`config.mk`:
```
export PLATFORM = sky130hd
export DESIGN_NAME = session_slot_table_with_aging
export DESIGN_NICKNAME = d
export VERILOG_FILES = /design/src/rtl/sst_pkg.sv /design/src/rtl/session_slot_table_with_aging.sv /design/src/rtl/sst_entry_ram.sv /design/src/rtl/sst_out_reg.sv
export SDC_FILE = /design/constraint.sdc
export NUM_CORES = 2
export LEC_CHECK = 0
export BUFFER_PORTS_ARGS = -buffer_cell sky130_fd_sc_hd__buf_2
export CORE_ASPECT_RATIO = 2
export CORE_MARGIN = 10
export CORE_UTILIZATION = 46
export DETAILED_ROUTE_END_ITERATION = 6
export GPL_TIMING_DRIVEN = 0
export SLEW_MARGIN = 20
export SYNTH_ARGS = -nofsm -noshare
export SYNTH_HDL_FRONTEND = slang
export SYNTH_SLANG_ARGS = --single-unit
```
`constraint.sdc`:
```
create_clock -name clk -period 6.6 [get_ports clk]
set_input_delay 0.66 -clock clk [delete_from_list [all_inputs] [get_ports clk]]
set_output_delay 0.66 -clock clk [all_outputs]
set_load 0.02 [all_outputs]
```
`src/rtl/sst_pkg.sv`:
```
// sst_pkg: shared types and constants for the session slot table.
// Action codes, the result transaction type and configuration register indexes.
// No dependencies.
package sst_pkg;

  typedef enum logic [2:0] {
    ACT_LOOKUP = 3'd0,
    ACT_ADD    = 3'd1,
    ACT_BUMP   = 3'd2,
    ACT_KILL   = 3'd3,
    ACT_SWEEP  = 3'd4
  } action_t;

  // Configuration register indexes
  localparam int  CFG_IDX_W = 1;
  localparam logic [CFG_IDX_W-1:0] REG_ALIVE = 1'd0;
  localparam logic [CFG_IDX_W-1:0] REG_KILL  = 1'd1;

  localparam logic [15:0] ALIVE_RESET = 16'd10;
  localparam logic [15:0] KILL_RESET  = 16'd5;

  // Sweep reports at most this many freed slots per input transaction
  localparam int MAX_RESULTS = 16;
  localparam int RES_CNT_W   = $clog2(MAX_RESULTS + 1);

  typedef struct packed {
    logic [3:0] slot;
    logic       ok;
    logic       last;
  } res_t;

endpackage

```
`src/rtl/session_slot_table_with_aging.sv`:
```
// Session slot table with keepalive aging: top level. One item in flight at a time.
// Bump/kill rewrite one entry; lookup, add and sweep walk the slots (sweep up to the
// result limit). Throughput is set by the RAM read port (one slot per cycle while
// the output accepts) and the slot walk counter; new input is taken when idle.
// Reset (rst, synchronous): valid bits, round-robin pointer, timeouts (10, 5) and
// control state cleared at once; entry RAM is not cleared (read only for valid slots).
module session_slot_table_with_aging #(
  parameter int MAX_SLOTS = 16,
  parameter int TIME_BITS = 32
) (
  input  logic                          clk,
  input  logic                          rst,
  // input channel
  input  logic                          in_valid,
  output logic                          in_stall,
  input  logic [2:0]                    action,
  input  logic [31:0]                   ip_address,
  input  logic [15:0]                   port,
  input  logic [3:0]                    slot_id,
  input  logic [31:0]                   now,
  // result channel
  output logic                          out_valid,
  input  logic                          out_stall,
  output logic [3:0]                    result_slot,
  output logic                          ok,
  output logic                          last,
  // configuration write channel
  input  logic                          cfg_valid,
  output logic                          cfg_ready,
  input  logic [sst_pkg::CFG_IDX_W-1:0] cfg_index,
  input  logic [15:0]                   cfg_data
);
  import sst_pkg::*;

  localparam int SW  = $clog2(MAX_SLOTS);
  // Saturating add width: room for a 16-bit timeout and a carry
  localparam int AW  = ((TIME_BITS > 16) ? TIME_BITS : 16) + 1;
  // Entry layout: {ip, port, deadline, locked}
  localparam int E_W = 32 + 16 + TIME_BITS + 1;
  localparam logic [SW-1:0] LAST_SLOT = SW'(MAX_SLOTS - 1);
  localparam logic [TIME_BITS-1:0] TMAX = {TIME_BITS{1'b1}};

  typedef enum logic [2:0] {
    S_IDLE,
    S_LOOKUP,
    S_ADD,
    S_UPD,
    S_SWEEP,
    S_FLUSH
  } state_t;

  function automatic logic [SW-1:0] slot_inc(logic [SW-1:0] s);
    return (s == LAST_SLOT) ? '0 : s + SW'(1);
  endfunction

  function automatic logic [3:0] to_res_slot(logic [SW-1:0] s);
    logic [6:0] w;
    w = 7'(s);
    return w[3:0];
  endfunction

  state_t state;

  // config registers
  logic [15:0] alive_to;
  logic [15:0] kill_to;

  // table control state
  logic [MAX_SLOTS-1:0] valid;
  logic [SW-1:0]        next_slot;

  // walk state: rd_q always holds the entry at idx
  logic [SW-1:0]        idx;
  logic [SW-1:0]        cnt;
  logic [SW-1:0]        rd_addr;
  logic [E_W-1:0]       rd_q;

  // sweep holding stage: the latest freed slot waits until we know if it is last
  logic                 have_held;
  logic [SW-1:0]        held_slot;
  logic [RES_CNT_W-1:0] n_found;

  // latched transaction
  action_t              act_q;
  logic [31:0]          ip_q;
  logic [15:0]          port_q;
  logic                 id_ok_q;
  logic [TIME_BITS-1:0] now_q;

  // decode
  logic                 id_ok_in;
  logic                 in_acc;
  logic                 out_free;
  logic                 push;
  res_t                 res;
  logic                 advance;
  logic                 done;
  logic                 to_flush;
  logic                 take;
  logic                 mem_we;
  logic [E_W-1:0]       mem_wdata;

  // entry fields
  logic [31:0]          e_ip;
  logic [15:0]          e_port;
  logic [TIME_BITS-1:0] e_dl;
  logic                 e_lock;
  logic                 match;
  logic                 expired;
  logic                 upd_ok;
  logic                 is_last;
  logic                 sweep_full;

  // saturating deadline
  logic [15:0]          tmo;
  logic [AW-1:0]        dl_sum;
  logic [TIME_BITS-1:0] dl_new;

  assign cfg_ready = 1'b1;
  assign in_stall  = (state != S_IDLE);
  assign in_acc    = in_valid && !in_stall;
  assign id_ok_in  = 7'(slot_id) < 7'(MAX_SLOTS);

  assign e_ip    = rd_q[E_W-1 -: 32];
  assign e_port  = rd_q[E_W-33 -: 16];
  assign e_dl    = rd_q[TIME_BITS:1];
  assign e_lock  = rd_q[0];

  assign match      = valid[idx] && (e_ip == ip_q) && (e_port == port_q);
  assign expired    = valid[idx] && (e_dl < now_q);
  assign upd_ok     = id_ok_q && valid[idx] && !e_lock;
  assign is_last    = (idx == LAST_SLOT);
  assign sweep_full = ((n_found + RES_CNT_W'(1)) == RES_CNT_W'(MAX_RESULTS));

  // kill uses the short timeout, add and bump the alive timeout
  assign tmo    = (act_q == ACT_KILL) ? kill_to : alive_to;
  assign dl_sum = AW'(now_q) + AW'(tmo);
  assign dl_new = (dl_sum > AW'(TMAX)) ? TMAX : dl_sum[TIME_BITS-1:0];

  always_comb begin
    advance   = 1'b0;
    done      = 1'b0;
    to_flush  = 1'b0;
    take      = 1'b0;
    push      = 1'b0;
    mem_we    = 1'b0;
    mem_wdata = {ip_q, port_q, dl_new, 1'b0};
    res       = '{slot: 4'd0, ok: 1'b0, last: 1'b1};
    unique case (state)
      S_IDLE: begin
      end
      S_LOOKUP: begin
        if (match) begin
          if (out_free) begin
            push = 1'b1;
            res  = '{slot: to_res_slot(idx), ok: 1'b1, last: 1'b1};
            done = 1'b1;
          end
        end else if (is_last) begin
          if (out_free) begin
            push = 1'b1;
            done = 1'b1;
          end
        end else begin
          advance = 1'b1;
        end
      end
      S_ADD: begin
        // first free slot at or after the round-robin pointer
        if (!valid[idx]) begin
          if (out_free) begin
            push   = 1'b1;
            res    = '{slot: to_res_slot(idx), ok: 1'b1, last: 1'b1};
            mem_we = 1'b1;
            done   = 1'b1;
          end
        end else if (cnt == LAST_SLOT) begin
          if (out_free) begin
            push = 1'b1;
            done = 1'b1;
          end
        end else begin
          advance = 1'b1;
        end
      end
      S_UPD: begin
        // read-modify-write of the addressed entry, keeps the endpoint
        if (out_free) begin
          push      = 1'b1;
          res       = '{slot: upd_ok ? to_res_slot(idx) : 4'd0, ok: upd_ok, last: 1'b1};
          mem_we    = upd_ok;
          mem_wdata = {e_ip, e_port, dl_new, (act_q == ACT_KILL)};
          done      = 1'b1;
        end
      end
      S_SWEEP: begin
        if (expired) begin
          if (!have_held || out_free) begin
            push = have_held;
            res  = '{slot: to_res_slot(held_slot), ok: 1'b1, last: 1'b0};
            take = 1'b1;
            if (is_last || sweep_full) begin
              to_flush = 1'b1;
            end else begin
              advance = 1'b1;
            end
          end
        end else if (is_last) begin
          to_flush = 1'b1;
        end else begin
          advance = 1'b1;
        end
      end
      S_FLUSH: begin
        if (out_free) begin
          push = 1'b1;
          res  = '{slot: have_held ? to_res_slot(held_slot) : 4'd0, ok: have_held,
                   last: 1'b1};
          done = 1'b1;
        end
      end
      default: begin
      end
    endcase
  end

  // RAM read address; the registered read lands together with idx
  always_comb begin
    rd_addr = '0;
    if (state == S_IDLE) begin
      case (action) inside
        ACT_ADD:            rd_addr = next_slot;
        ACT_BUMP, ACT_KILL: rd_addr = id_ok_in ? SW'(slot_id) : '0;
        default:            rd_addr = '0;
      endcase
    end else begin
      rd_addr = advance ? slot_inc(idx) : idx;
    end
  end

  always_ff @(posedge clk) begin
    if (rst) begin
      state     <= S_IDLE;
      alive_to  <= ALIVE_RESET;
      kill_to   <= KILL_RESET;
      valid     <= '0;
      next_slot <= '0;
      idx       <= '0;
      cnt       <= '0;
      have_held <= 1'b0;
      held_slot <= '0;
      n_found   <= '0;
    end else begin
      if (cfg_valid && cfg_ready) begin
        unique case (cfg_index)
          REG_ALIVE: alive_to <= cfg_data;
          REG_KILL:  kill_to  <= cfg_data;
          default: begin
          end
        endcase
      end

      idx <= rd_addr;

      if (in_acc) begin
        cnt       <= '0;
        have_held <= 1'b0;
        n_found   <= '0;
        unique case (action)
          ACT_LOOKUP: state <= S_LOOKUP;
          ACT_ADD:    state <= S_ADD;
          ACT_BUMP:   state <= S_UPD;
          ACT_KILL:   state <= S_UPD;
          ACT_SWEEP:  state <= S_SWEEP;
          default:    state <= S_FLUSH;
        endcase
      end

      if (advance) begin
        cnt <= cnt + SW'(1);
      end

      if (state == S_ADD && mem_we) begin
        valid[idx] <= 1'b1;
        next_slot  <= slot_inc(idx);
      end

      if (take) begin
        valid[idx] <= 1'b0;
        held_slot  <= idx;
        have_held  <= 1'b1;
        n_found    <= n_found + RES_CNT_W'(1);
      end

      if (to_flush) begin
        state <= S_FLUSH;
      end

      if (done) begin
        state     <= S_IDLE;
        have_held <= 1'b0;
      end
    end
  end

  always_ff @(posedge clk) begin
    if (in_acc) begin
      act_q   <= action_t'(action);
      ip_q    <= ip_address;
      port_q  <= port;
      id_ok_q <= id_ok_in;
      now_q   <= TIME_BITS'(now);
    end
  end

  sst_entry_ram #(
    .DEPTH  (MAX_SLOTS),
    .DATA_W (E_W)
  ) u_ram (
    .clk   (clk),
    .we    (mem_we),
    .waddr (idx),
    .wdata (mem_wdata),
    .raddr (rd_addr),
    .rdata (rd_q)
  );

  sst_out_reg u_out (
    .clk         (clk),
    .rst         (rst),
    .push        (push),
    .res         (res),
    .free        (out_free),
    .out_valid   (out_valid),
    .out_stall   (out_stall),
    .result_slot (result_slot),
    .ok          (ok),
    .last        (last)
  );

`ifndef ASSERT_OFF
  // never overwrite a result that is still waiting
  a_push_free: assert property (@(posedge clk) disable iff (rst)
    push |-> out_free)
    else $error("result pushed into occupied output register");

  // a slot waiting to be reported by sweep is already freed
  a_held_freed: assert property (@(posedge clk) disable iff (rst)
    have_held |-> !valid[held_slot])
    else $error("held sweep slot still marked valid");

  // a successful add marks its slot occupied
  a_add_valid: assert property (@(posedge clk) disable iff (rst)
    (state == S_ADD && push && res.ok) |=> valid[$past(idx)])
    else $error("added slot not marked valid");

  // sweep never reports more than the result limit
  a_sweep_cap: assert property (@(posedge clk) disable iff (rst)
    n_found <= RES_CNT_W'(MAX_RESULTS))
    else $error("sweep result count over limit");
`endif

endmodule

```
`src/rtl/sst_entry_ram.sv`:
```
// sst_entry_ram: single write port, single read port synchronous RAM.
// Read data is registered. No dependencies.
module sst_entry_ram #(
  parameter int DEPTH  = 16,
  parameter int DATA_W = 81
) (
  input  logic                     clk,
  input  logic                     we,
  input  logic [$clog2(DEPTH)-1:0] waddr,
  input  logic [DATA_W-1:0]        wdata,
  input  logic [$clog2(DEPTH)-1:0] raddr,
  output logic [DATA_W-1:0]        rdata
);

  logic [DATA_W-1:0] mem [DEPTH];

  always_ff @(posedge clk) begin
    if (we) begin
      mem[waddr] <= wdata;
    end
  end

  always_ff @(posedge clk) begin
    rdata <= mem[raddr];
  end

endmodule

```
`src/rtl/sst_out_reg.sv`:
```
// sst_out_reg: result output register with valid/stall handshake.
// Depends on sst_pkg (res_t).
module sst_out_reg (
  input  logic          clk,
  input  logic          rst,
  input  logic          push,
  input  sst_pkg::res_t res,
  output logic          free,
  output logic          out_valid,
  input  logic          out_stall,
  output logic [3:0]    result_slot,
  output logic          ok,
  output logic          last
);
  import sst_pkg::*;

  res_t held;

  // Room for a new transaction when empty or the current one leaves this cycle
  assign free = !out_valid || !out_stall;

  always_ff @(posedge clk) begin
    if (rst) begin
      out_valid <= 1'b0;
    end else if (push) begin
      out_valid <= 1'b1;
    end else if (!out_stall) begin
      out_valid <= 1'b0;
    end
  end

  always_ff @(posedge clk) begin
    if (push) begin
      held <= res;
    end
  end

  assign result_slot = held.slot;
  assign ok          = held.ok;
  assign last        = held.last;

endmodule
```
### Word level (Yosys, flattened, before mapping)

Memories as Yosys holds them, arrays and structs flattened. A register that Yosys moved wholly into a read port is not among the register bits.
Index checks and enable logic that the tools add are counted.
Widths: inputs -> output; s select.

| cells by class | value |
|---|---|
| bitwise operators | 4 |
| multiplexer cells | 67 |
| reductions and logical operators | 27 |
| magnitude comparators | 4 |
| add/subtract/negate cells | 4 |
| equality and inequality tests | 16 |

Operators by type and width:

| kind | count |
|---|---|
| $mux 81 | 2 |
| $mux 16 | 4 |
| $mux 6 | 7 |
| $mux 4 | 9 |
| $add 32x16->33 | 1 |
| $gt 33x32->1 const B | 1 |
| $eq 32x32->1 | 1 |
| $lt 32x32->1 | 1 |
| $mux 1 | 32 |
| $mux 32 | 1 |
| $pmux 6 s5 | 1 |
| $and 16x16->16 | 1 |
| $eq 16x16->1 | 1 |
| $not 16->16 | 1 |
| $or 16x16->16 | 1 |
| $eq 3x2->1 const B | 5 |
| $pmux 3 s4 | 1 |
| $mux 5 | 2 |
| $eq 3x3->1 const B | 3 |
| $add 4x1->4 const B | 2 |
| $eq 4x4->1 const B | 2 |
| $logic_and 1x1->1 | 7 |
| $eq 3x1->1 const B | 2 |
| $logic_not 3->1 | 2 |
| other kinds (19) | 32 |

| word-level totals | value |
|---|---|
| bits in writable memories | 1296 |
| register bits | 163 |
| word-level logic and storage cells | 142 |
| output and inout port bits | 9 |
| input port bits | 109 |
| memories | 1 |

Memory list:

| memory | depth | bits a word | rd ports | clocked after memory_dff | write ports | RTL line | source |
|---|---|---|---|---|---|---|---|
| u_ram.mem | 16 | 81 | 1 | 1 | 1 | sst_entry_ram.sv:15 | `logic [DATA_W-1:0] mem [DEPTH];` |

### Longest topological paths before layout

| depth | value |
|---|---|
| depth after elaboration | 10 |
| depth in mapped cells | 17 |
| mapped depth without buffers | 16 |

### Hierarchy

A second synthesis with hierarchy kept.

| second synthesis, totals | value |
|---|---|
| cell total of the unflattened synthesis | 3014 |
| area total of the unflattened synthesis | 59404.5 um^2 |

By module, submodules not included:

| module | instances | sequential area each (um^2) | cells each | area each (um^2) |
|---|---|---|---|---|
| sst_entry_ram | 1 | 40538.9 | 2078 | 50063.0 |
| session_slot_table_with_aging | 1 | 3953.8 | 926 | 9128.8 |
| sst_out_reg | 1 | 200.2 | 10 | 212.7 |

### Least setup slack after synthesis

Ideal clock, no wire load.

| path | value |
|---|---|
| path type | reg2reg |
| start point | reg idx[1] |
| end point | mem u_ram.mem[13][0] (enable) |
| path buffers | 2 |
| path slack | 0.510 ns |
| required time | 6.079 ns |
| cell stages (with the launch flop) | 9 |
| period minus slack after synthesis | 6.090 ns |
| arrival | 5.569 ns |
| library setup time | 0.521 ns |
| cell sequence | dfxtp_1 -> buf_6 -> mux4_2 -> mux4_2 -> o21ai_0 -> and2_1 -> nand2_1 -> clkbuf_1 -> nor2_1 |

| on the way | value |
|---|---|
| word-level cells in the longest chain between the ends | 7 |
| elaborated cells on any way between the ends | 8 |
| those cells by class | mux (7); reduce/logical (1) |

RTL lines:

| item | RTL line | source |
|---|---|---|
| start, declared | session_slot_table_with_aging.sv:73 | `logic [SW-1:0] idx;` |
| start signal, assigned | session_slot_table_with_aging.sv:263 | `idx <= rd_addr;` |
| $bmux 1 s4 | session_slot_table_with_aging.sv:131, session_slot_table_with_aging.sv:170 |  |
| $mux 1 (not written as such) | session_slot_table_with_aging.sv:131, session_slot_table_with_aging.sv:170 |  |
| $logic_and 1x1->1 | session_slot_table_with_aging.sv:131 | `assign upd_ok = id_ok_q && valid[idx] && !e_lock;` |
| $mux 1 | session_slot_table_with_aging.sv:188 | `if (out_free) begin` |
| $pmux 1 s2 | session_slot_table_with_aging.sv:149 | `unique case (state)` |
| $mux 1 | sst_entry_ram.sv:18 | `if (we) begin` |
| $mux 1 (not written as such) | sst_entry_ram.sv:19 | `mem[waddr] <= wdata;` |
| end, declared | sst_entry_ram.sv:15 |  |

Parallel ways exist; a longest one is shown, timed or not. The select of a mux whose other input is x is not followed.

### Worst setup path in the final report

| path | value |
|---|---|
| start point | reg act_q[1] |
| end point | mem u_ram.mem[11][4], data pin |

| on the way | value |
|---|---|
| word-level cells in the longest chain between the ends | 7 |

RTL lines:

| item | RTL line | source |
|---|---|---|
| start, declared | session_slot_table_with_aging.sv:84 | `action_t act_q;` |
| start signal, assigned | session_slot_table_with_aging.sv:308 | `act_q <= action_t'(action);` |
| $eq 3x2->1 (*) | session_slot_table_with_aging.sv:136 | `assign tmo = (act_q == ACT_KILL) ? kill_to : alive_to;` |
| $mux 16 (*) | session_slot_table_with_aging.sv:136 |  |
| $add 32x16->33 (*) | session_slot_table_with_aging.sv:137 | `assign dl_sum = AW'(now_q) + AW'(tmo);` |
| $gt 33x32->1 | session_slot_table_with_aging.sv:138 | `assign dl_new = (dl_sum > AW'(TMAX)) ? TMAX : dl_sum[TIME_BITS-1:0];` |
| $mux 32 (*) | session_slot_table_with_aging.sv:138 |  |
| via dl_new[3] | session_slot_table_with_aging.sv:117 | `logic [TIME_BITS-1:0] dl_new;` |
| $mux 81 | session_slot_table_with_aging.sv:188 |  |
| $mux 81 (*) | session_slot_table_with_aging.sv:149 |  |

The timed path passes the listed nets; every way through them passes the cells marked *.

==> results.rst <==
.. list-table::
   :header-rows: 1

   * - Metric
     - Value
   * - Status
     - finished, final reports clean
   * - TritonCTS sink count
     - 1540
   * - Element type at the critical path start
     - flop
   * - Die height
     - 534.9 um
   * - Delay contributed by the slowest stage of the critical path
     - 0.55 ns
   * - Clock Pin Slew Worst Setup and Hold Paths
     - 0.07 ns
   * - Buffers on Ports
     - 115
   * - Shortest period the worst path allows
     - 6.169 ns
   * - Clock H-tree levels
     - 4
   * - Worst R2R Path Depth
     - 16
   * - Worst slew margin relative to its limit
     - 0.1921
   * - First-iteration detailed-routing DRC count
     - 3452
   * - Top post-synthesis cells by area
     - edfxtp_1 68%, mux2i_1 5.4%, dfxtp_1 5.1%, a21oi_1 3.3%, a22oi_1 3.0%
   * - DRC violations left
     - 0
   * - Worst setup slack for register-to-register paths
     - 0.43 ns
   * - Final-report setup violation count
     - 0
   * - Placer Congestion
     - 0.8538
   * - Final hold slack
     - 0.06063 ns
   * - Reported max-cap violation count
     - 0
   * - Signal arrival time at the worst endpoint
     - 6.50 ns
   * - Critical Path Sink Type
     - flop
   * - Via count
     - 37110
   * - CP most frequent cell
     - a21oi_1
   * - Flop and latch count out of synthesis
     - 1540
   * - Peak supply drop
     - 0.2733 mV
   * - Hold Crit Start
     - ip_address[2]
   * - Final Core Density
     - 0.5352
   * - Startpoint of the worst-slack reg-to-reg timing path
     - act_q[1]
   * - Io pins
     - 118
   * - ANT nets after route
     - 0
   * - Overall global routing resource usage
     - 0.2328
   * - Largest net degree at the start of global routing
     - 49
   * - Floorplan Core Area
     - 131500 sq um
   * - Path type of the worst min-delay path
     - input pin to flop
   * - Root buf cell
     - clkbuf_16
   * - Largest clock skew in the final design
     - 0.02910 ns
   * - Peak clock frequency supported by timing
     - 162.1 MHz
   * - Synth Flop Type
     - edfxtp_1
   * - Routed length per placed instance
     - 28.53 um
   * - Classification of the worst setup path
     - flop to flop
   * - Worst Path Required
     - 6.93 ns
   * - Share of final-layout standard cells stronger than drive strength 1
     - 0.1319
   * - Worst r2r dst
     - u_ram.mem[11][4]
   * - CTS tree
     - built
   * - First-pass GRT wire length
     - 254200 um
   * - Number of enable flip-flop cells after synthesis
     - 1385
   * - Areal power density over the cells
     - 353.6 nW/um^2
   * - Site Rows
     - 188
   * - Total negative setup slack
     - 0 ns
   * - Syn Nets
     - 4192
   * - Post-detailed-placement half-perimeter wirelength
     - 123500 um
   * - Synthesized area
     - 60990 sq um
   * - Synth-to-layout area growth
     - 15.39%
   * - Via count of the first global-routing pass
     - 38020
   * - Crit path buffers/inverters
     - 2
   * - Post-CTS repair timing setup buffer count
     - 0
   * - Clock tree buffer depth
     - 3
   * - Total congestion overflow
     - 0
   * - Warning count from the yosys run
     - 0
   * - Ordered list of cells on the worst path
     - nand3b_1, clkbuf_2, mux2_2, fa_1, a21o_1, a21oi_1, o21bai_1, a21oi_1, o21bai_1, a41oi_1, a21oi_1, a2111o_1, nand2_1, or3_4, clkbuf_1, nand2_1
   * - NumNets Final
     - 4529
   * - Clock insertion delay at the later pin of the skew report
     - 0.77 ns
   * - Worst Path Max Fanout
     - 16
   * - Largest delay contributor family on the critical path
     - compound AO/OA/AOI/OAI gates
   * - Number of distinct library cells after synthesis
     - 63
   * - Number of antenna violations at the first check in global routing
     - 2
   * - Fill cell total of the finished layout
     - 10580
   * - Die Width
     - 277.5 um
   * - Detailed-router iteration count before antenna repair
     - 6
   * - Final instance area
     - 70370 sq um
   * - Initial cell density of the core
     - 0.4638
   * - Setup repair after global routing missed its margin
     - false
   * - Vias per cell
     - 5.994
   * - Crit-path slowest cell
     - a2111o_1
   * - Slew of the pin with the lowest slew margin
     - 1.212 ns
   * - Worst min-delay path endpoint
     - ip_q[2]
   * - Area share of the largest cell type after synthesis
     - 0.6819
   * - Final wirelength
     - 176700 um
   * - Mean post-synth cell area
     - 15.14 sq um
   * - Post-route insts no fill
     - 6192
   * - Placed Instance Area
     - 65840 sq um
   * - Final Hold Violating Endpoints
     - 0
   * - Fraction of the cycle the final worst path needs
     - 0.9347
   * - Static Leak
     - 24.09 nW
   * - Total instance count after detailed placement
     - 5935
   * - Biggest area consumer among synthesized cells
     - edfxtp_1
   * - Die ar.
     - 148400 sq um
   * - Count of pins over their slew limit
     - 0
   * - Number of instances in the synthesized netlist
     - 4027
   * - Inserted Clock Buffers
     - 138
   * - Instance count along the most critical hold path
     - 1
   * - Post-synthesis sequential area ratio
     - 0.7328
   * - Total stage count of the critical path
     - 16
   * - Async set-reset flop share out of synthesis
     - 0
report_power, final:
group	internal, mW	switching, mW	total [mW]
Combinational	1.68	3.68	5.36
Sequential	11.2	0.232	11.4
Clock	4.50	3.58	8.08
Total	17.4	7.50	24.9
logic make-up after synthesis:
group	after synthesis	synth area share
DFF	1540	0.7328
AOI/OAI and AO/OA	895	0.1001
and+or+nand+nor	761	0.05295
muxes	400	0.06803
buffers and inverters	302	0.02406
xor gates and xnor gates	72	0.01034
adders and majority gates	56	0.01161
other	1	0.00006149
worst register-to-register path, stage by stage (launching register included):
cell      delay [ns]
edfxtp_1        0.36
nand3b_1        0.43
clkbuf_2        0.48
mux2_2          0.42
fa_1            0.43
a21o_1          0.20
a21oi_1         0.22
o21bai_1        0.10
a21oi_1         0.23
o21bai_1        0.19
a41oi_1         0.36
a21oi_1         0.20
a2111o_1        0.55
nand2_1         0.33
or3_4           0.33
clkbuf_1        0.41
nand2_1         0.51
per-stage QoR:
stage	setup slack (ns)	power (mW)
floorplan	0.5099	14.83
global placement	-4.538	16.89
detailed placement	-0.5494	16.97
CTS	0.03421	24.98
global route	0.05830	25.69
finish	0.4309	24.89
worst max path at each step:
| stage | startpoint | to | slack (ns) |
|---|---|---|---|
| after floorplan | idx[1] | u_ram.mem[13][0] | 0.51 |
| after global placement | idx[1] | u_ram.mem[15][66] | -4.54 |
| after detailed placement | act_q[1] | u_ram.mem[7][18] | -0.55 |
| after CTS | act_q[2] | u_ram.mem[11][4] | 0.03 |
| after global routing | act_q[2] | u_ram.mem[11][4] | 0.06 |
| final | act_q[1] | u_ram.mem[11][4] | 0.43 |
final cells by class:
type	count	area, sq um	area share
multi-input cells	2185	14980	0.2128
clock buffers	190	3918	0.05567
repair buffers	198	2572	0.03656
diodes	2	5.005	0.00007112
clock inverters	66	593.1	0.008428
inverters	46	177.7	0.002525
well taps	1710	2140	0.03040
plain buffers	255	1296	0.01842
flip-flops and latches	1540	44690	0.6351
placed cells by master, fill, tap and decap left out, types with 17 or more instances in the layout:
cell / instances
edfxtp_1: 1385
nand2_1: 465
a21oi_1: 399
mux2i_1: 329
a22oi_1: 247
clkbuf_1: 204
a221o_1: 162
dfxtp_1: 155
clkbuf_16: 144
buf_2: 139
nand3_1: 111
nor2_1: 70
mux2_2: 66
xor2_1: 55
ha_1: 55
buf_16: 47
inv_1: 42
buf_12: 34
buf_6: 33
nor3_1: 29
clkinv_2: 24
clkinv_1: 18
xnor2_1: 17
per-layer routing:
metal,up-vias,wire length (um),global-route usage
met5,-,7,0
met4,2,9308,0.1193
met3,441,10230,0.03365
met2,1615,93710,0.4270
met1,18790,63410,0.2582
li1,16270,-,-
Yosys cell counts, types with 3 or more instances:
cell      number
buf_2         24
a211oi_1       5
or3_1         11
edfxtp_1    1385
mux2_2        66
a22oi_1      247
buf_4         14
clkbuf_1     178
nand2_1      465
and2_1         4
nand3b_1       5
a31oi_1       17
inv_1         43
and3_1         4
nor3_1        29
nand3_1      111
xor2_1        55
nor2b_1        7
o21ai_0       16
nand2b_1       5
a41oi_1        8
nor4_1        13
a21o_1        11
clkbuf_2       3
o21a_1         5
buf_6         33
nand4_1        9
dfxtp_1      155
mux4_2         5
a21oi_1      399
mux2i_1      329
ha_1          55
xnor2_1       17
o21bai_1       5
buf_1          4
nor2_1        89
a221o_1      162
repair_timing:
| action | in CTS | in global routing |
|---|---|---|
| hold buffers | 0 | 0 |
| setup endpoints to repair | 432 | 189 |
| pin swaps | 0 | 0 |
| resized for setup | 2 | 1 |
sequential cells by signal, summed over array words and instances (netlist names), 5 cells and up, named ones only:
register	count
now_q	32
u_ram.mem	1296
n_found	5
u_ram.rdata	81
ip_q	32
port_q	16
kill_to	16
alive_to	16
valid	15
No activity file was read; power rests on OpenSTA's default activity.
